--- src/hw/rtl/lkpf_pkg.sv ---
// Shared types, constants and frame tables of the lens keypad to Pelco-D frame unit.
package lkpf_pkg;

   localparam int NUM_DIR_KEYS_DEFAULT = 4;
   localparam int KEY_W = 3;
   localparam int CNT_W = 6;
   localparam int FRAME_LEN = 7;
   localparam int FRAME_CNT_W = 3;
   localparam int CSR_INDEX_W = 2;
   localparam int CSR_DATA_W = 8;

   localparam logic [CNT_W-1:0] CNT_MAX = '1;

   localparam logic [CSR_INDEX_W-1:0] CSR_DOME_ADDRESS = 2'd0;
   localparam logic [CSR_INDEX_W-1:0] CSR_DIR_LONG_LIMIT = 2'd1;
   localparam logic [CSR_INDEX_W-1:0] CSR_MODE_LONG_LIMIT = 2'd2;

   localparam logic [7:0] DOME_ADDRESS_RESET = 8'd1;
   localparam logic [CNT_W-1:0] DIR_LONG_LIMIT_RESET = 6'd30;
   localparam logic [CNT_W-1:0] MODE_LONG_LIMIT_RESET = 6'd40;

   localparam logic [KEY_W-1:0] NO_KEY = 3'd0;
   localparam logic [KEY_W-1:0] KEY_FOCUS_NEAR = 3'd1;
   localparam logic [KEY_W-1:0] KEY_ZOOM_OUT = 3'd2;
   localparam logic [KEY_W-1:0] KEY_ZOOM_IN = 3'd3;
   localparam logic [KEY_W-1:0] KEY_FOCUS_FAR = 3'd4;

   localparam logic [7:0] FRAME_SYNC = 8'hFF;
   localparam logic [7:0] PRESET_ADDR = 8'hFF;
   localparam logic [7:0] CMD_PRESET_CALL = 8'h07;
   localparam logic [7:0] CMD1_FOCUS_NEAR = 8'h01;
   localparam logic [7:0] CMD2_ZOOM_IN = 8'h20;
   localparam logic [7:0] CMD2_ZOOM_OUT = 8'h40;
   localparam logic [7:0] CMD2_FOCUS_FAR = 8'h80;

   typedef enum logic [1:0] {
      EV_NONE,
      EV_PRESS,
      EV_RELEASE,
      EV_LONG
   } ev_kind_type;

   typedef struct packed {
      ev_kind_type      kind;
      logic [KEY_W-1:0] key;
   } dir_event_type;

   typedef struct packed {
      logic [3:0] dir_first;
      logic [3:0] dir_confirm;
      logic       mode_first;
      logic       mode_confirm;
   } sample_type;

   typedef struct packed {
      logic          send;
      logic          preset;
      dir_event_type ev;
   } frame_req_type;

   typedef struct packed {
      logic                   free;
      logic [FRAME_CNT_W-1:0] count;
   } frame_status_type;

   typedef logic [FRAME_LEN-1:0][7:0] frame_bytes_type;

   function automatic logic [7:0] preset_number(dir_event_type ev);
      logic [7:0] p;
      case (ev.key)
         KEY_FOCUS_NEAR: p = 8'd203;
         KEY_ZOOM_OUT: p = 8'd202;
         KEY_ZOOM_IN: p = 8'd201;
         KEY_FOCUS_FAR: p = 8'd204;
         default: p = 8'd0;
      endcase
      if (ev.kind == EV_LONG) begin
         p = p + 8'd4;
      end
      return p;
   endfunction

endpackage

--- src/hw/rtl/lkpf_key_scan.sv ---
// Key event tracking, combo lock and frame request decision, one scan beat per step.
module lkpf_key_scan
   import lkpf_pkg::*;
#(
   parameter int NUM_DIR_KEYS = NUM_DIR_KEYS_DEFAULT
) (
   input  logic             clock,
   input  logic             reset,
   input  logic             step,
   input  sample_type       sample,
   input  logic [CNT_W-1:0] dir_long_limit,
   input  logic [CNT_W-1:0] mode_long_limit,
   output frame_req_type    frame_req
);

   logic [KEY_W-1:0] dir_held_key_ff, dir_held_key_in;
   logic [CNT_W-1:0] dir_hold_count_ff, dir_hold_count_in;
   logic             dir_long_seen_ff, dir_long_seen_in;
   logic             mode_held_ff, mode_held_in;
   logic [CNT_W-1:0] mode_hold_count_ff, mode_hold_count_in;
   logic             mode_long_seen_ff, mode_long_seen_in;
   logic             combo_active_ff, combo_active_in;
   logic             last_valid_ff, last_valid_in;
   dir_event_type    last_event_ff, last_event_in;

   always_ff @(posedge clock) begin
      if (reset) begin
         dir_held_key_ff <= NO_KEY;
         dir_hold_count_ff <= '0;
         dir_long_seen_ff <= 1'b0;
         mode_held_ff <= 1'b0;
         mode_hold_count_ff <= '0;
         mode_long_seen_ff <= 1'b0;
         combo_active_ff <= 1'b0;
         last_valid_ff <= 1'b0;
         last_event_ff <= '{kind: EV_NONE, key: NO_KEY};
      end else if (step) begin
         dir_held_key_ff <= dir_held_key_in;
         dir_hold_count_ff <= dir_hold_count_in;
         dir_long_seen_ff <= dir_long_seen_in;
         mode_held_ff <= mode_held_in;
         mode_hold_count_ff <= mode_hold_count_in;
         mode_long_seen_ff <= mode_long_seen_in;
         combo_active_ff <= combo_active_in;
         last_valid_ff <= last_valid_in;
         last_event_ff <= last_event_in;
      end
   end

   always_comb begin
      ev_kind_type      mode_ev;
      dir_event_type    dir_ev;
      logic             mode_pressed;
      logic             found;
      logic [KEY_W-1:0] hit_key;

      mode_held_in = mode_held_ff;
      mode_hold_count_in = mode_hold_count_ff;
      mode_long_seen_in = mode_long_seen_ff;
      dir_held_key_in = dir_held_key_ff;
      dir_hold_count_in = dir_hold_count_ff;
      dir_long_seen_in = dir_long_seen_ff;
      combo_active_in = combo_active_ff;
      last_valid_in = last_valid_ff;
      last_event_in = last_event_ff;
      mode_ev = EV_NONE;
      dir_ev = '{kind: EV_NONE, key: NO_KEY};
      frame_req = '{send: 1'b0, preset: 1'b0, ev: '{kind: EV_NONE, key: NO_KEY}};

      // mode key
      mode_pressed = !sample.mode_first && !sample.mode_confirm;
      if (mode_pressed) begin
         if (mode_held_ff && (mode_hold_count_ff > mode_long_limit)) begin
            if (!mode_long_seen_ff) begin
               mode_long_seen_in = 1'b1;
               mode_hold_count_in = '0;
               mode_held_in = 1'b0;
               mode_ev = EV_LONG;
            end
         end else begin
            if (mode_held_ff && (mode_hold_count_ff != CNT_MAX)) begin
               mode_hold_count_in = mode_hold_count_ff + 1'b1;
            end
            mode_held_in = 1'b1;
            mode_ev = EV_PRESS;
         end
      end else if (mode_held_ff) begin
         mode_held_in = 1'b0;
         if (mode_long_seen_ff) begin
            mode_long_seen_in = 1'b0;
         end else begin
            mode_ev = EV_RELEASE;
         end
      end

      // direction keys, lowest pressed key wins
      found = 1'b0;
      hit_key = NO_KEY;
      for (int i = 0; i < NUM_DIR_KEYS; i++) begin
         if (!found && !sample.dir_first[i] && !sample.dir_confirm[i]) begin
            found = 1'b1;
            hit_key = KEY_W'(i + 1);
         end
      end

      if (found) begin
         if (dir_held_key_ff == hit_key) begin
            if (mode_held_in) begin
               if (dir_hold_count_ff > dir_long_limit) begin
                  if (!dir_long_seen_ff) begin
                     dir_long_seen_in = 1'b1;
                     dir_hold_count_in = '0;
                     dir_held_key_in = NO_KEY;
                     dir_ev = '{kind: EV_LONG, key: hit_key};
                  end
               end else if (dir_hold_count_ff != CNT_MAX) begin
                  dir_hold_count_in = dir_hold_count_ff + 1'b1;
               end
            end else begin
               dir_ev = '{kind: EV_PRESS, key: hit_key};
            end
         end else begin
            dir_held_key_in = hit_key;
         end
      end else if (dir_held_key_ff != NO_KEY) begin
         dir_held_key_in = NO_KEY;
         if (dir_long_seen_ff) begin
            dir_long_seen_in = 1'b0;
         end else begin
            dir_ev = '{kind: EV_RELEASE, key: dir_held_key_ff};
         end
      end

      // frame decision
      if ((mode_ev != EV_NONE) || mode_long_seen_in) begin
         combo_active_in = 1'b1;
         frame_req.preset = 1'b1;
         frame_req.ev = dir_ev;
         frame_req.send = (dir_ev.kind == EV_RELEASE) || (dir_ev.kind == EV_LONG);
      end else if (dir_ev.kind != EV_NONE) begin
         if (combo_active_ff) begin
            if (last_valid_ff && (last_event_ff != dir_ev)) begin
               combo_active_in = 1'b0;
            end
         end else begin
            frame_req.ev = dir_ev;
            frame_req.send = (dir_ev.kind == EV_PRESS) || (dir_ev.kind == EV_RELEASE);
         end
         last_valid_in = 1'b1;
         last_event_in = dir_ev;
      end
   end

endmodule

--- src/hw/rtl/lkpf_frame_build.sv ---
// Frame byte table and additive checksum for one frame request.
module lkpf_frame_build
   import lkpf_pkg::*;
(
   input  frame_req_type   frame_req,
   input  logic [7:0]      dome_address,
   output frame_bytes_type frame_bytes
);

   always_comb begin
      logic [7:0] addr, cmd1, cmd2, data1, data2;
      addr = dome_address;
      cmd1 = 8'h00;
      cmd2 = 8'h00;
      data1 = 8'h00;
      data2 = 8'h00;
      if (frame_req.preset) begin
         addr = PRESET_ADDR;
         cmd2 = CMD_PRESET_CALL;
         data2 = preset_number(frame_req.ev);
      end else if (frame_req.ev.kind == EV_PRESS) begin
         case (frame_req.ev.key)
            KEY_FOCUS_NEAR: cmd1 = CMD1_FOCUS_NEAR;
            KEY_ZOOM_OUT: cmd2 = CMD2_ZOOM_OUT;
            KEY_ZOOM_IN: cmd2 = CMD2_ZOOM_IN;
            KEY_FOCUS_FAR: cmd2 = CMD2_FOCUS_FAR;
            default: cmd2 = 8'h00;
         endcase
      end
      frame_bytes[0] = FRAME_SYNC;
      frame_bytes[1] = addr;
      frame_bytes[2] = cmd1;
      frame_bytes[3] = cmd2;
      frame_bytes[4] = data1;
      frame_bytes[5] = data2;
      frame_bytes[6] = addr + cmd1 + cmd2 + data1 + data2;
   end

endmodule

--- src/hw/rtl/lkpf_frame_out.sv ---
// Frame holding register that sends a loaded frame out one byte per beat.
module lkpf_frame_out
   import lkpf_pkg::*;
(
   input  logic             clock,
   input  logic             reset,
   input  logic             load,
   input  frame_bytes_type  frame_bytes,
   output logic             rsp_tvalid,
   input  logic             rsp_tready,
   output logic [7:0]       rsp_tdata,
   output logic             rsp_tlast,
   output frame_status_type status
);

   frame_bytes_type        bytes_ff, bytes_in;
   logic [FRAME_CNT_W-1:0] count_ff, count_in;
   logic                   take;

   assign take = rsp_tvalid && rsp_tready;
   assign rsp_tvalid = (count_ff != '0);
   assign rsp_tdata = bytes_ff[0];
   assign rsp_tlast = (count_ff == FRAME_CNT_W'(1));
   assign status.free = !rsp_tvalid || (rsp_tlast && rsp_tready);
   assign status.count = count_ff;

   always_comb begin
      bytes_in = bytes_ff;
      count_in = count_ff;
      if (load) begin
         bytes_in = frame_bytes;
         count_in = FRAME_CNT_W'(FRAME_LEN);
      end else if (take) begin
         bytes_in = {8'h00, bytes_ff[FRAME_LEN-1:1]};
         count_in = count_ff - 1'b1;
      end
   end

   always_ff @(posedge clock) begin
      if (reset) begin
         count_ff <= '0;
      end else begin
         count_ff <= count_in;
      end
   end

   always_ff @(posedge clock) begin
      bytes_ff <= bytes_in;
   end

endmodule

--- src/hw/rtl/lens_keypad_to_pelco_frames_unit.sv ---
// Top level of the lens keypad to Pelco-D frame unit.
//
// One req beat is one key scan: first and confirming active-low samples of
// the direction keys and the mode key. Each scan updates the key trackers
// and emits either nothing or one seven-byte Pelco-D frame on rsp, one byte
// per beat, byte 0 first, rsp_tlast on the checksum byte.
// A scan is captured in the input register, decoded combinationally from it
// and loaded into the output shift register, which presents the frame bytes.
// Scans that give no frame go at one per cycle while that register is empty;
// a scan that gives a frame fills it with its seven bytes, which leave one per
// taken beat, the next frame loading as the last byte is taken.
// When rsp stalls, the frame holds, the input register fills and req_tready
// drops until the frame drains.
// csr writes (index 0 dome address, 1 direction long limit, 2 mode long
// limit) take effect at once and should be made while idle.
// Reset (synchronous) clears all key trackers, empties both registers and
// loads the register defaults 1, 30 and 40.
module lens_keypad_to_pelco_frames_unit
   import lkpf_pkg::*;
#(
   parameter int NUM_DIR_KEYS = NUM_DIR_KEYS_DEFAULT
) (
   input  logic                   clock,
   input  logic                   reset,
   input  logic                   req_tvalid,
   output logic                   req_tready,
   // [3:0] dir_keys_first, [7:4] dir_keys_confirm, [8] mode_key_first,
   // [9] mode_key_confirm, [15:10] zero
   input  logic [15:0]            req_tdata,
   output logic                   rsp_tvalid,
   input  logic                   rsp_tready,
   // [7:0] frame_byte
   output logic [7:0]             rsp_tdata,
   output logic                   rsp_tlast,
   input  logic                   csr_we,
   input  logic [CSR_INDEX_W-1:0] csr_index,
   input  logic [CSR_DATA_W-1:0]  csr_wdata
);

   logic [7:0]       dome_address_ff;
   logic [CNT_W-1:0] dir_long_limit_ff;
   logic [CNT_W-1:0] mode_long_limit_ff;

   logic             in_valid_ff, in_valid_in;
   sample_type       sample_ff, sample_in;
   logic             advance;
   logic             frame_load;

   frame_req_type    frame_req;
   frame_bytes_type  frame_bytes;
   frame_status_type frame_status;

   always_ff @(posedge clock) begin
      if (reset) begin
         dome_address_ff <= DOME_ADDRESS_RESET;
         dir_long_limit_ff <= DIR_LONG_LIMIT_RESET;
         mode_long_limit_ff <= MODE_LONG_LIMIT_RESET;
      end else if (csr_we) begin
         case (csr_index)
            CSR_DOME_ADDRESS: dome_address_ff <= csr_wdata[7:0];
            CSR_DIR_LONG_LIMIT: dir_long_limit_ff <= csr_wdata[CNT_W-1:0];
            CSR_MODE_LONG_LIMIT: mode_long_limit_ff <= csr_wdata[CNT_W-1:0];
            default: dome_address_ff <= dome_address_ff;
         endcase
      end
   end

   assign advance = in_valid_ff && frame_status.free;
   assign frame_load = advance && frame_req.send;
   assign req_tready = !in_valid_ff || advance;

   always_comb begin
      in_valid_in = in_valid_ff;
      sample_in = sample_ff;
      if (req_tvalid && req_tready) begin
         in_valid_in = 1'b1;
         sample_in.dir_first = req_tdata[3:0];
         sample_in.dir_confirm = req_tdata[7:4];
         sample_in.mode_first = req_tdata[8];
         sample_in.mode_confirm = req_tdata[9];
      end else if (advance) begin
         in_valid_in = 1'b0;
      end
   end

   always_ff @(posedge clock) begin
      if (reset) begin
         in_valid_ff <= 1'b0;
      end else begin
         in_valid_ff <= in_valid_in;
      end
   end

   always_ff @(posedge clock) begin
      sample_ff <= sample_in;
   end

   lkpf_key_scan #(
      .NUM_DIR_KEYS(NUM_DIR_KEYS)
   ) u_key_scan (
      .clock(clock),
      .reset(reset),
      .step(advance),
      .sample(sample_ff),
      .dir_long_limit(dir_long_limit_ff),
      .mode_long_limit(mode_long_limit_ff),
      .frame_req(frame_req)
   );

   lkpf_frame_build u_frame_build (
      .frame_req(frame_req),
      .dome_address(dome_address_ff),
      .frame_bytes(frame_bytes)
   );

   lkpf_frame_out u_frame_out (
      .clock(clock),
      .reset(reset),
      .load(frame_load),
      .frame_bytes(frame_bytes),
      .rsp_tvalid(rsp_tvalid),
      .rsp_tready(rsp_tready),
      .rsp_tdata(rsp_tdata),
      .rsp_tlast(rsp_tlast),
      .status(frame_status)
   );

   a_load_starts_frame: assert property (@(posedge clock) disable iff (reset)
      frame_load |=> (rsp_tvalid && !rsp_tlast && (rsp_tdata == FRAME_SYNC)))
      else $error("frame load did not present a sync byte");

   a_frame_ends: assert property (@(posedge clock) disable iff (reset)
      (rsp_tvalid && rsp_tready && rsp_tlast && !frame_load) |=> !rsp_tvalid)
      else $error("output still valid after last byte");

   a_held_scan: assert property (@(posedge clock) disable iff (reset)
      (in_valid_ff && !advance) |=> (in_valid_ff && $stable(sample_ff)))
      else $error("stalled scan lost or changed");

   a_count_range: assert property (@(posedge clock) disable iff (reset)
      frame_status.count <= FRAME_CNT_W'(FRAME_LEN))
      else $error("frame byte count out of range");

endmodule
--- config.mk ---
export PLATFORM = sky130hd
export DESIGN_NAME = lens_keypad_to_pelco_frames_unit
export DESIGN_NICKNAME = d
export VERILOG_FILES = /design/src/hw/rtl/lkpf_pkg.sv /design/src/hw/rtl/lkpf_key_scan.sv /design/src/hw/rtl/lkpf_frame_build.sv /design/src/hw/rtl/lkpf_frame_out.sv /design/src/hw/rtl/lens_keypad_to_pelco_frames_unit.sv
export SDC_FILE = /design/constraint.sdc
export NUM_CORES = 1
export LEC_CHECK = 0
export BUFFER_PORTS_ARGS = -buffer_cell sky130_fd_sc_hd__buf_2
export CAP_MARGIN = 25
export CORE_ASPECT_RATIO = 0.9
export CORE_MARGIN = 3
export CORE_UTILIZATION = 55
export DETAILED_ROUTE_END_ITERATION = 12
export PLACE_DENSITY = 0.86
export SYNTH_ARGS = -nofsm -noshare
export SYNTH_HDL_FRONTEND = slang
export SYNTH_SLANG_ARGS = --single-unit
--- constraint.sdc ---
create_clock -name clock -period 5.5 [get_ports clock]
set_clock_uncertainty 0.15 [all_clocks]
set_input_delay 0 -clock clock [delete_from_list [all_inputs] [get_ports clock]]
set_output_delay 0 -clock clock [all_outputs]
set_load 0.05 [all_outputs]
Word level (Yosys, flattened, before mapping)
Cells that the tools add are included.
Widths: inputs -> output; s select.
{"block": "totals", "register_bits": 115, "inputBits": 31, "out_inout_bits": 11, "wordCells": 187}
{"block": "classes", "addsub": 7, "n_lt_le_gt_ge": 2, "n_eq_ne": 24, "mux": 71, "bitwise_logic": 1, "reduce_logical": 56}
{"op": "$mux 56", "count": 2}
{"op": "$mux 8", "count": 8}
{"op": "$mux 5", "count": 10}
{"op": "$mux 6", "count": 6}
{"op": "$pmux 8 s4", "count": 1}
{"op": "$mux 1", "count": 27}
{"op": "$mux 3", "count": 9}
{"op": "$add 8x8->8", "count": 3}
{"op": "$pmux 8 s3", "count": 1}
{"op": "$logic_and 1x1->1", "count": 16}
{"op": "$reduce_bool 2->1", "count": 8}
{"op": "$logic_not 1->1", "count": 15}
{"op": "$mux 2", "count": 7}
{"op": "$add 6x1->6 const B", "count": 2}
{"op": "$gt 6x6->1", "count": 2}
{"op": "$ne 6x6->1 const B", "count": 2}
{"op": "$reduce_and 5->1", "count": 2}
{"op": "$add 8x3->8 const B", "count": 1}
{"op": "$eq 2x2->1 const B", "count": 4}
{"op": "$ne 2x2->1 const B", "count": 4}
{"op": "$reduce_and 2->1", "count": 4}
{"op": "$eq 2x1->1 const B", "count": 3}
{"op": "$eq 3x1->1 const B", "count": 2}
{"op": "$eq 3x2->1 const B", "count": 2}
{"op": "14 further kinds", "count": 20}

Logic depth before layout (Yosys ltp)
Gate-level depths: netlist of run 1.
{"block": "logic_depth", "word_depth": 31, "depth_mapped": 25, "depth_no_buf": 25}

Cells and area by module
Synthesis of run 1 repeated with hierarchy kept, for this count alone.
{"block": "unflattened", "cells_unflattened": 618, "area_unflattened_um2": 6860.3}
{"module": "lkpf_frame_out", "instances": 1, "cells_each": 151, "area_each_um2": 2831.5, "seq_area_each_um2": 1741.7}
{"module": "lkpf_key_scan", "instances": 1, "cells_each": 247, "area_each_um2": 1981.9, "seq_area_each_um2": 500.5}
{"module": "lens_keypad_to_pelco_frames_unit", "instances": 1, "cells_each": 100, "area_each_um2": 1193.6, "seq_area_each_um2": 720.7}
{"module": "lkpf_frame_build", "instances": 1, "cells_each": 120, "area_each_um2": 853.3, "seq_area_each_um2": 0.0}

Worst setup path before layout of run 1
OpenSTA, ideal clock, no wires.
{"block": "synth_path", "kind": "register to register", "start": "reg mode_long_limit_ff[5]", "end": "reg u_frame_out.bytes_ff[54] in the netlist's numbering, data pin", "setup_ns": 0.265, "arrival_time_ns": 4.963, "required_ns": 5.085, "path_slack_ns": 0.122, "path_stages_with_launch": 25, "path_buffers": 0, "period_less_slack_ns": 5.378, "path_cell_list": "dfxtp_1 > inv_1 > ha_1 > nand4_1 > o21bai_1 > a31oi_2 > a211oi_4 > nand2b_1 > ha_1 > or2_2 > nand2_1 > nand2_1 > o32ai_1 > and2_1 > nand2_1 > fa_1 > inv_1 > ha_1 > fa_1 > a21oi_1 > o21bai_1 > a21o_1 > a21oi_1 > xor2_1 > nor2_1"}
{"element": "from (decl)", "line_no": "lens_keypad_to_pelco_frames_unit.sv:42", "rtl": "logic [CNT_W-1:0] mode_long_limit_ff;"}
{"element": "from (signal assigned)", "line_no": "lens_keypad_to_pelco_frames_unit.sv:62", "rtl": "CSR_MODE_LONG_LIMIT: mode_long_limit_ff <= csr_wdata[CNT_W-1:0];"}
{"element": "to (signal assigned)", "line_no": "lkpf_frame_out.sv:48", "rtl": "bytes_ff <= bytes_in;"}
{"element": "to (decl)", "line_no": "lkpf_frame_out.sv:16", "rtl": "frame_bytes_type bytes_ff, bytes_in;"}

==> out/qor.csv, run 1 <==
stage;metric;value;unit
placement;dpl ws;0.0421;ns
worst_setup_path;Reg2Reg Launch Point;sample_ff[6];
detailed_routing;met3 WL post-DR;1210;µm
sta;Final Critical Period;5.40;ns
clocking;CTS Buffer Depth;2;
placement;DP Wirelength;9340;µm
yosys;sequential share of the synthesized area;46.8;%
run_status;status;finished clean;
pwr;Flop pwr share;36.9;%
global_routing;antenna violations before repair;0;
detailed_routing;Pre-antenna DRT Iters;9;
finish;Antenna Cells;0;
pwr;Power Dens Cells;451;nW/µm²
worst_setup_path;Setup crit end kind;flop;
pwr;clock power share;32.0;%
pwr;Internal Power;2.16;mW
worst_setup_path;FF-to-FF path depth;24;
finish;fill cell count;661;
finish;layout cells sized above 1;21.9;%
detailed_routing;Vias;5175;
finish;finished layout cell area;7490;µm²
detailed_routing;Residual DRC;0;
detailed_routing;post-route ant nets;0;
clocking;Clock Pin Slew Worst Setup and Hold Paths;0.05;ns
worst_hold_path;Hold WC Path Type;primary input to flop;
pwr;peak supply drop;0.000471;V
global_routing;total track usage;24.9;%
placement;DP Area;6320;µm²
detailed_routing;Post-Route M1 WL;6350;µm
worst_hold_path;Worst Hold Depth;4;
yosys;Cell Area, Synth;5990;µm²
yosys;Yosys top cell area share;25.0;%
pwr;combinational power share;31.1;%
yosys;syn_nets;680;
worst_setup_path;CP Buf/Inv Count;2;
worst_setup_path;family with the most delay on the worst path;compound AO/OA/AOI/OAI gates;
die;Die H;105;µm
clocking;clk_lat worst skew;0.42;ns
die;die area;12200;µm²
yosys;FF+latch count, synth;115;
clocking;htree depth;4;
global_routing;largest net degree at the start of global routing;48;
die;io pins;42;
finish;Layout Area Growth over Synthesis;25.0;%
placement;gp weighted congestion;0.949;
detailed_routing;vias per cell;6.15;
finish;Multi-input gate area;3160;µm²
worst_hold_path;Hold Path Origin;rsp_tready;
worst_hold_path;Min-Delay Endpoint;in_valid_ff;
yosys;top cells by area, synth;edfxtp_1, dfxtp_1, ha_1;
placement;port bufs;35;
global_routing;vias in the first global route;4895;
die;Core Box Area;10400;µm²
worst_setup_path;Required @ worst endpoint;5.61;ns
detailed_routing;WL/cell;19.4;µm
worst_setup_path;CP cell instances;nor2_4 -> buf_6 -> nor4_4 -> xor2_2 -> nor3_4 -> a32oi_4 -> ha_2 -> or2_4 -> nand2_2 -> nand2_2 -> o32a_1 -> buf_4 -> a21o_1 -> a21oi_1 -> mux2_2 -> ha_1 -> a21o_1 -> a21oi_2 -> o21bai_1 -> a21oi_1 -> o21ai_0 -> xnor2_1 -> or2_2 -> mux2i_1;
yosys;Synth async-reset ratio;0;%
sta;fin worst setup slack;0.0961;ns
global_routing;final global-route overflow total;0;
die;Die Width;116;µm
global_routing;first-pass GRT wire length;23800;µm
yosys;Post-synth EDFFs;50;
sta;Worst-Margin Slew;1.05;ns
sta;# setup viols final;0;
worst_setup_path;reg2reg setup slack;0.1;ns
clocking;clk root buf;clkbuf_16;
die;Starting Density;57.5;%
detailed_routing;highest routed layer;met4;
yosys;Synth cell types;66;
worst_setup_path;Crit Path Category;flop to flop;
finish;FF+latch area;2810;µm²
sta;final worst-path cycle share;98.3;%
detailed_routing;routed wire length on met2;8190;µm
flow_run;Max-Cap Viols;0;
clocking;CTS tree;built;
sta;highest clock rate;185;MHz
worst_setup_path;CP max stage cell;edfxtp_1;
sta;Fin. Hold Viols;0;
yosys;mean area per synthesized cell;9.72;µm²
worst_setup_path;Critical Path Start Type;flop;
clocking;clock buffer count from CTS;17;
detailed_routing;Routed WL;16300;µm
yosys;Synth area leader;edfxtp_1;
worst_setup_path;Worst EP arrival;5.52;ns
die;Rows;35;
sta;Slew HR;29.6;%
pwr;switching share of power;36.2;%
yosys;cell count after synthesis;617;
finish;Final #Nets;763;
yosys;Post-synth top flop;dfxtp_1;
yosys;synth warn;0;
clocking;CTS Sinks;115;
worst_setup_path;Crit path largest cell delay;0.48;ns
pwr;sw power;1.22;mW
detailed_routing;Starting DRT DRC Count;625;
worst_setup_path;Max Fanout on Critical Path;5;
worst_setup_path;r2r endpoint;u_frame_out.bytes_ff[55];
sta;count of pins over their slew limit;0;
pwr;Leak;3.08;nW
[routing by layer]
| metal | track usage (%) | vias up |
|---|---|---|
| met2 | 41.0 | 288 |
| met4 | 8.95 | 0 |
| met3 | 6.31 | 71 |
| li1 | - | 2363 |
| met1 | 31.5 | 2453 |
| met5 | 0 | - |
[tightest hold or removal path: cells and delay by family]
kind	cells	cell delay, ns
AOI/OAI and AO/OA	3	0.46
buffers and inverters	1	0.09
[Yosys cell counts, drive strengths merged (6+ instances only)]
library cell / n
xnor2: 11
nand4: 6
ha: 29
mux2i: 19
nor3: 9
and3: 15
a21oi: 38
and2: 8
clkbuf: 17
nand3: 33
o21ai: 28
nand2b: 14
nor2: 56
a21o: 7
edfxtp: 50
nor4: 6
buf: 14
xor2: 15
inv: 26
dfxtp: 65
nand2: 83
[worst max path at each step]
| stage | from | to | slack, ns | cells after the start |
|---|---|---|---|---|
| 3_3_place_gp | sample_ff[7] | u_frame_out.bytes_ff[54] | 0.23 | 23 |
| 6_report | sample_ff[6] | u_frame_out.bytes_ff[55] | 0.1 | 24 |
| 4_1_cts | sample_ff[7] | u_frame_out.bytes_ff[55] | 0.01 | 24 |
| 3_5_place_dp | sample_ff[7] | u_frame_out.bytes_ff[54] | 0.04 | 23 |
| 2_1_floorplan | mode_long_limit_ff[5] | u_frame_out.bytes_ff[54] | 0.12 | 24 |
| 5_1_grt | sample_ff[6] | u_frame_out.bytes_ff[55] | -0.07 | 24 |
[placed cells by master (no fill, tap or decap), types with 4 or more instances in the layout]
cell            n
a22o_1          4
xnor2_1        10
mux2i_1        19
a21o_1          6
nand4_1         6
dlygate4sd3_1  26
nand2b_1       13
clkinv_4        5
ha_1           25
and3_1         15
a21oi_1        33
o21ai_0        26
and2_1          8
buf_2          36
edfxtp_1       50
a211oi_1        4
nor3_1          8
a311oi_1        4
clkbuf_16      17
nand3b_1        4
nand3_1        32
nand2_1        80
nor2b_1         4
nor2_1         52
inv_1          26
xor2_1         14
buf_4          31
dfxtp_1        62
[final cells by class]
class	count	area share, %
clock inverters	15	2.10
repair buffers	94	9.14
clock buffers	17	5.68
inverters	26	1.30
flip-flops and latches	115	37.5
well taps	129	2.15
multi-input cells	446	42.2
[stage by stage]
stage          std cells  total power [mW]  hold slack (ns)  TNS, ns  util [%]
5_1_grt              842              3.53            0.112   -0.140      71.9
2_1_floorplan        617              1.99          -0.0511        0         -
6_report             842              3.38           0.0303        0      71.9
4_1_cts              826              3.30           0.0152        0      69.0
3_3_place_gp         768              2.14           0.0260        0      60.6
3_5_place_dp         768              2.20           0.0287        0      60.6
[what timing repair did]
action | 4_1_cts | 5_1_grt
cloned | 0 | 1
hold endpoints to repair | 36 | 0
setup endpoints to repair | 2 | 4
resized for setup | 6 | 35
pin swaps | 0 | 12
buffers inserted | 0 | 14
hold buffers | 26 | 0
[logic make-up after synthesis]
group	count (synthesis)	share of synthesized area, %
adders and majority gates	32	7.05
buffers and inverters	57	4.11
muxes	21	3.55
and+or+nand+nor	254	21.3
DFF	115	46.8
xor gates and xnor gates	26	3.92
AOI/OAI and AO/OA	112	13.3
[power by group through the flow]
stage	combinational (mW)	clock [mW]	sequential [mW]
2_1_floorplan	0.756	0	1.23
3_3_place_gp	0.901	0	1.24
3_5_place_dp	0.948	0	1.26
4_1_cts	0.979	1.08	1.24
5_1_grt	1.14	1.12	1.27
6_report	1.05	1.08	1.25
[sequential cells by signal, summed over array words and instances (netlist names)]
signal / flops
sample_ff: 10
u_key_scan.mode_hold_count_ff: 6
u_frame_out.bytes_ff: 48
u_key_scan.dir_long_seen_ff: 1
u_key_scan.mode_held_ff: 1
u_frame_out.rsp_tdata: 8
in_valid_ff: 1
u_key_scan.last_event_ff: 5
u_frame_out.count_ff: 3
u_key_scan.combo_active_ff: 1
u_key_scan.dir_held_key_ff: 3
u_key_scan.last_valid_ff: 1
dir_long_limit_ff: 6
u_key_scan.dir_hold_count_ff: 6
mode_long_limit_ff: 6
u_key_scan.mode_long_seen_ff: 1
dome_address_ff: 8
Note: power is estimated with default switching activity, not from simulation.
==> run 2: changes to the inputs <==
--- a/config.mk
+++ b/config.mk
@@ -7,11 +7,13 @@
 export LEC_CHECK = 0
 export BUFFER_PORTS_ARGS = -buffer_cell sky130_fd_sc_hd__buf_2
 export CAP_MARGIN = 25
+export CELL_PAD_IN_SITES_DETAIL_PLACEMENT = 2
+export CELL_PAD_IN_SITES_GLOBAL_PLACEMENT = 2
 export CORE_ASPECT_RATIO = 0.9
 export CORE_MARGIN = 3
-export CORE_UTILIZATION = 55
+export CORE_UTILIZATION = 39
 export DETAILED_ROUTE_END_ITERATION = 12
-export PLACE_DENSITY = 0.86
+export PLACE_DENSITY = 0.89
 export SYNTH_ARGS = -nofsm -noshare
 export SYNTH_HDL_FRONTEND = slang
 export SYNTH_SLANG_ARGS = --single-unit
==> constraint.sdc (replaced) <==
create_clock -name clock -period 5.1 [get_ports clock]
set_clock_uncertainty 0.15 [all_clocks]
set_input_delay 0 -clock clock [delete_from_list [all_inputs] [get_ports clock]]
set_output_delay 0 -clock clock [all_outputs]
set_load 0.05 [all_outputs]
==> run 2 against run 1 <==
The flow now finishes with violations (negative setup slack); via count grew 9.9%; register-to-register slack got worse by 0.85 ns; sequential share of layout area shrank 2.1 points; routed wire length is 72% higher; die area is 39% higher; hold slack gained 0.029 ns; final area up 6.1%; first-iteration DRC count is 36% lower; cell count is 11% higher; maximum frequency decreased by 7.6%; critical path depth is the same; sequential power is 10% higher; largest power group is now combinational cells.
==> out/qor.csv, run 2 (synthesis results as in run 1) <==
stage;metric;value;unit
run_status;status;finished with violations;
run_status;failing checks;negative setup slack;
worst_setup_path;Max Fanout on Critical Path;5;
placement;port bufs;35;
detailed_routing;vias per cell;6.07;
finish;Final #Nets;788;
sta;Hold Slack;0.0594;ns
worst_setup_path;Setup crit end kind;flop;
die;Die H;124;µm
placement;DP Wirelength;14000;µm
clocking;CTS tree;built;
detailed_routing;WL/cell;30.0;µm
finish;Top reg by flops;u_frame_out.bytes_ff;
detailed_routing;Starting DRT DRC Count;399;
clocking;CTS Sinks;115;
die;Rows;42;
sta;# setup viols final;5;
finish;Layout Area Growth over Synthesis;32.6;%
finish;most common cell after layout, fill and taps aside;nand2_1;
pwr;peak supply drop;0.000314;V
die;die area;16900;µm²
detailed_routing;post-route ant nets;0;
finish;finished layout cell area;7950;µm²
placement;gp weighted congestion;0.825;
global_routing;vias in the first global route;6301;
sta;Final Critical Period;5.85;ns
sta;count of pins over their slew limit;0;
finish;Antenna Cells;0;
global_routing;final global-route overflow total;0;
worst_setup_path;Crit Path Category;flop to flop;
sta;Worst-Margin Slew;0.975;ns
worst_setup_path;Required @ worst endpoint;5.23;ns
die;Core Box Area;14900;µm²
global_routing;total track usage;31.2;%
detailed_routing;Residual DRC;0;
clocking;clk_lat worst skew;0.44;ns
detailed_routing;Pre-antenna DRT Iters;6;
finish;biggest regs;u_frame_out.bytes_ff x48, sample_ff x10;
die;Starting Density;40.3;%
finish;layout cells sized above 1;27.6;%
pwr;clock power share;29.8;%
clocking;Clock Pin Slew Worst Setup and Hold Paths;0.06;ns
finish;most frequent cells in the layout;nand2_1, dfxtp_1, buf_4, nor2_1, edfxtp_1;
worst_setup_path;Worst EP arrival;5.98;ns
pwr;combinational power share;35.4;%
detailed_routing;Routed WL;28100;µm
sta;final worst-path cycle share;115;%
finish;fill cell count;1487;
global_routing;first-pass GRT wire length;38300;µm
global_routing;antenna violations before repair;0;
pwr;Internal Power;2.39;mW
clocking;htree depth;4;
die;io pins;42;
sta;fin worst setup slack;-0.752;ns
pwr;Leak;3.23;nW
pwr;Power Dens Cells;500;nW/µm²
sta;Fin. Hold Viols;0;
pwr;switching share of power;39.8;%
finish;Largest register FFs;48;
sta;RSZ-0062 raised after global routing;yes;
clocking;clk root buf;clkbuf_16;
die;Die Width;137;µm
clocking;CTS Buffer Depth;2;
pwr;sw power;1.58;mW
clocking;clock buffer count from CTS;17;
finish;FF+latch area;2810;µm²
sta;highest clock rate;171;MHz
global_routing;largest net degree at the start of global routing;48;
detailed_routing;Vias;5686;
finish;Multi-input gate area;3350;µm²
placement;DP Area;6630;µm²
pwr;Flop pwr share;34.8;%
sta;Slew HR;34.4;%
worst_setup_path;Critical Path Start Type;flop;
flow_run;Max-Cap Viols;0;
worst_hold_path;Hold WC Path Type;primary input to flop;
==> run 2: cell types whose count changed in the layout (fill, tap and decap cells not counted), moves of 4 or more <==
cell	previous run	this run
buf_4	31	56
clkbuf_1	0	4
clkinv_4	5	1
ha_1	25	20
ha_4	1	9
inv_1	26	21
inv_2	0	5
==> run 2: per-layer routing <==
| metal | track usage, % | vias up | share of wire (%) |
|---|---|---|---|
| met4 | 16.4 | 0 | 6.6 |
| met5 | 0 | - | 0 |
| met3 | 7.27 | 125 | 5.5 |
| met1 | 32.6 | 2882 | 37 |
| li1 | - | 2403 | - |
| met2 | 58.2 | 276 | 51 |
==> run 2: power by group through the flow <==
stage | combinational (mW) | sequential [mW] | clock (mW)
detailed placement | 1.16 | 1.37 | 0
finish | 1.41 | 1.38 | 1.19
global placement | 1.06 | 1.34 | 0
floorplan | 0.833 | 1.33 | 0
global route | 1.49 | 1.40 | 1.23
CTS | 1.26 | 1.36 | 1.16
==> run 2: critical path, cell delays in order (launching register included) <==
cell and delay [ns]:
dfxtp_1 0.37, ha_4 0.31, nand4_1 0.21, o21bai_4 0.27
a31oi_4 0.39, a21oi_4 0.13, a32oi_4 0.31, ha_4 0.20
or2_4 0.15, and3_4 0.25, o32a_1 0.25, buf_4 0.20
nand3b_1 0.27, nor2_4 0.31, nor3_2 0.07, ha_1 0.37
ha_4 0.29, inv_2 0.05, o21bai_1 0.23, a21oi_2 0.12
o21ai_2 0.20, xnor2_2 0.16, buf_4 0.16, nand2_1 0.07
mux2i_1 0.17
==> run 2: final timing paths <==
| path | startpoint | slack, ns | cells after the start | endpoint |
|---|---|---|---|---|
| worst max-delay path | u_key_scan.mode_hold_count_ff[3] | -0.75 | 24 | u_frame_out.bytes_ff[55] |
| worst min-delay path | reset | 0.06 | 2 | dir_long_limit_ff[0] |
| worst max register to register | u_key_scan.mode_hold_count_ff[3] | -0.75 | 24 | u_frame_out.bytes_ff[55] |
| worst min register to register | u_frame_out.bytes_ff[15] | 0.32 | 2 | u_frame_out.rsp_tdata[7] |
==> run 2: stage by stage <==
stage	worst slack (ns)	total power [mW]	TNS [ns]	utilization (%)	instances
floorplan	0.0392	2.16	0	-	617
global placement	0.0298	2.40	0	44.6	857
detailed placement	-0.438	2.52	-1.32	44.6	858
CTS	-0.111	3.78	-0.218	52.1	923
global route	-0.834	4.12	-2.60	53.4	936
finish	-0.752	3.98	-2.37	53.4	936
==> run 2: final cells by class <==
type	count	share of cell area, %
clock buffer	23	6.03
clock inverter	9	1.01
inverter	26	1.23
multi-input combinational	445	42.1
sequential	115	35.4
tap	198	3.12
timing repair buffer	120	11.1
==> run 2: timing repair <==
item                                    in CTS  in global routing
hold buffers                                24                  0
pin swaps                                   24                 26
setup buffers                               10                 15
endpoints found under the hold margin       35                  0
gates resized for setup                     46                 19
endpoints found under the setup margin       6                  6
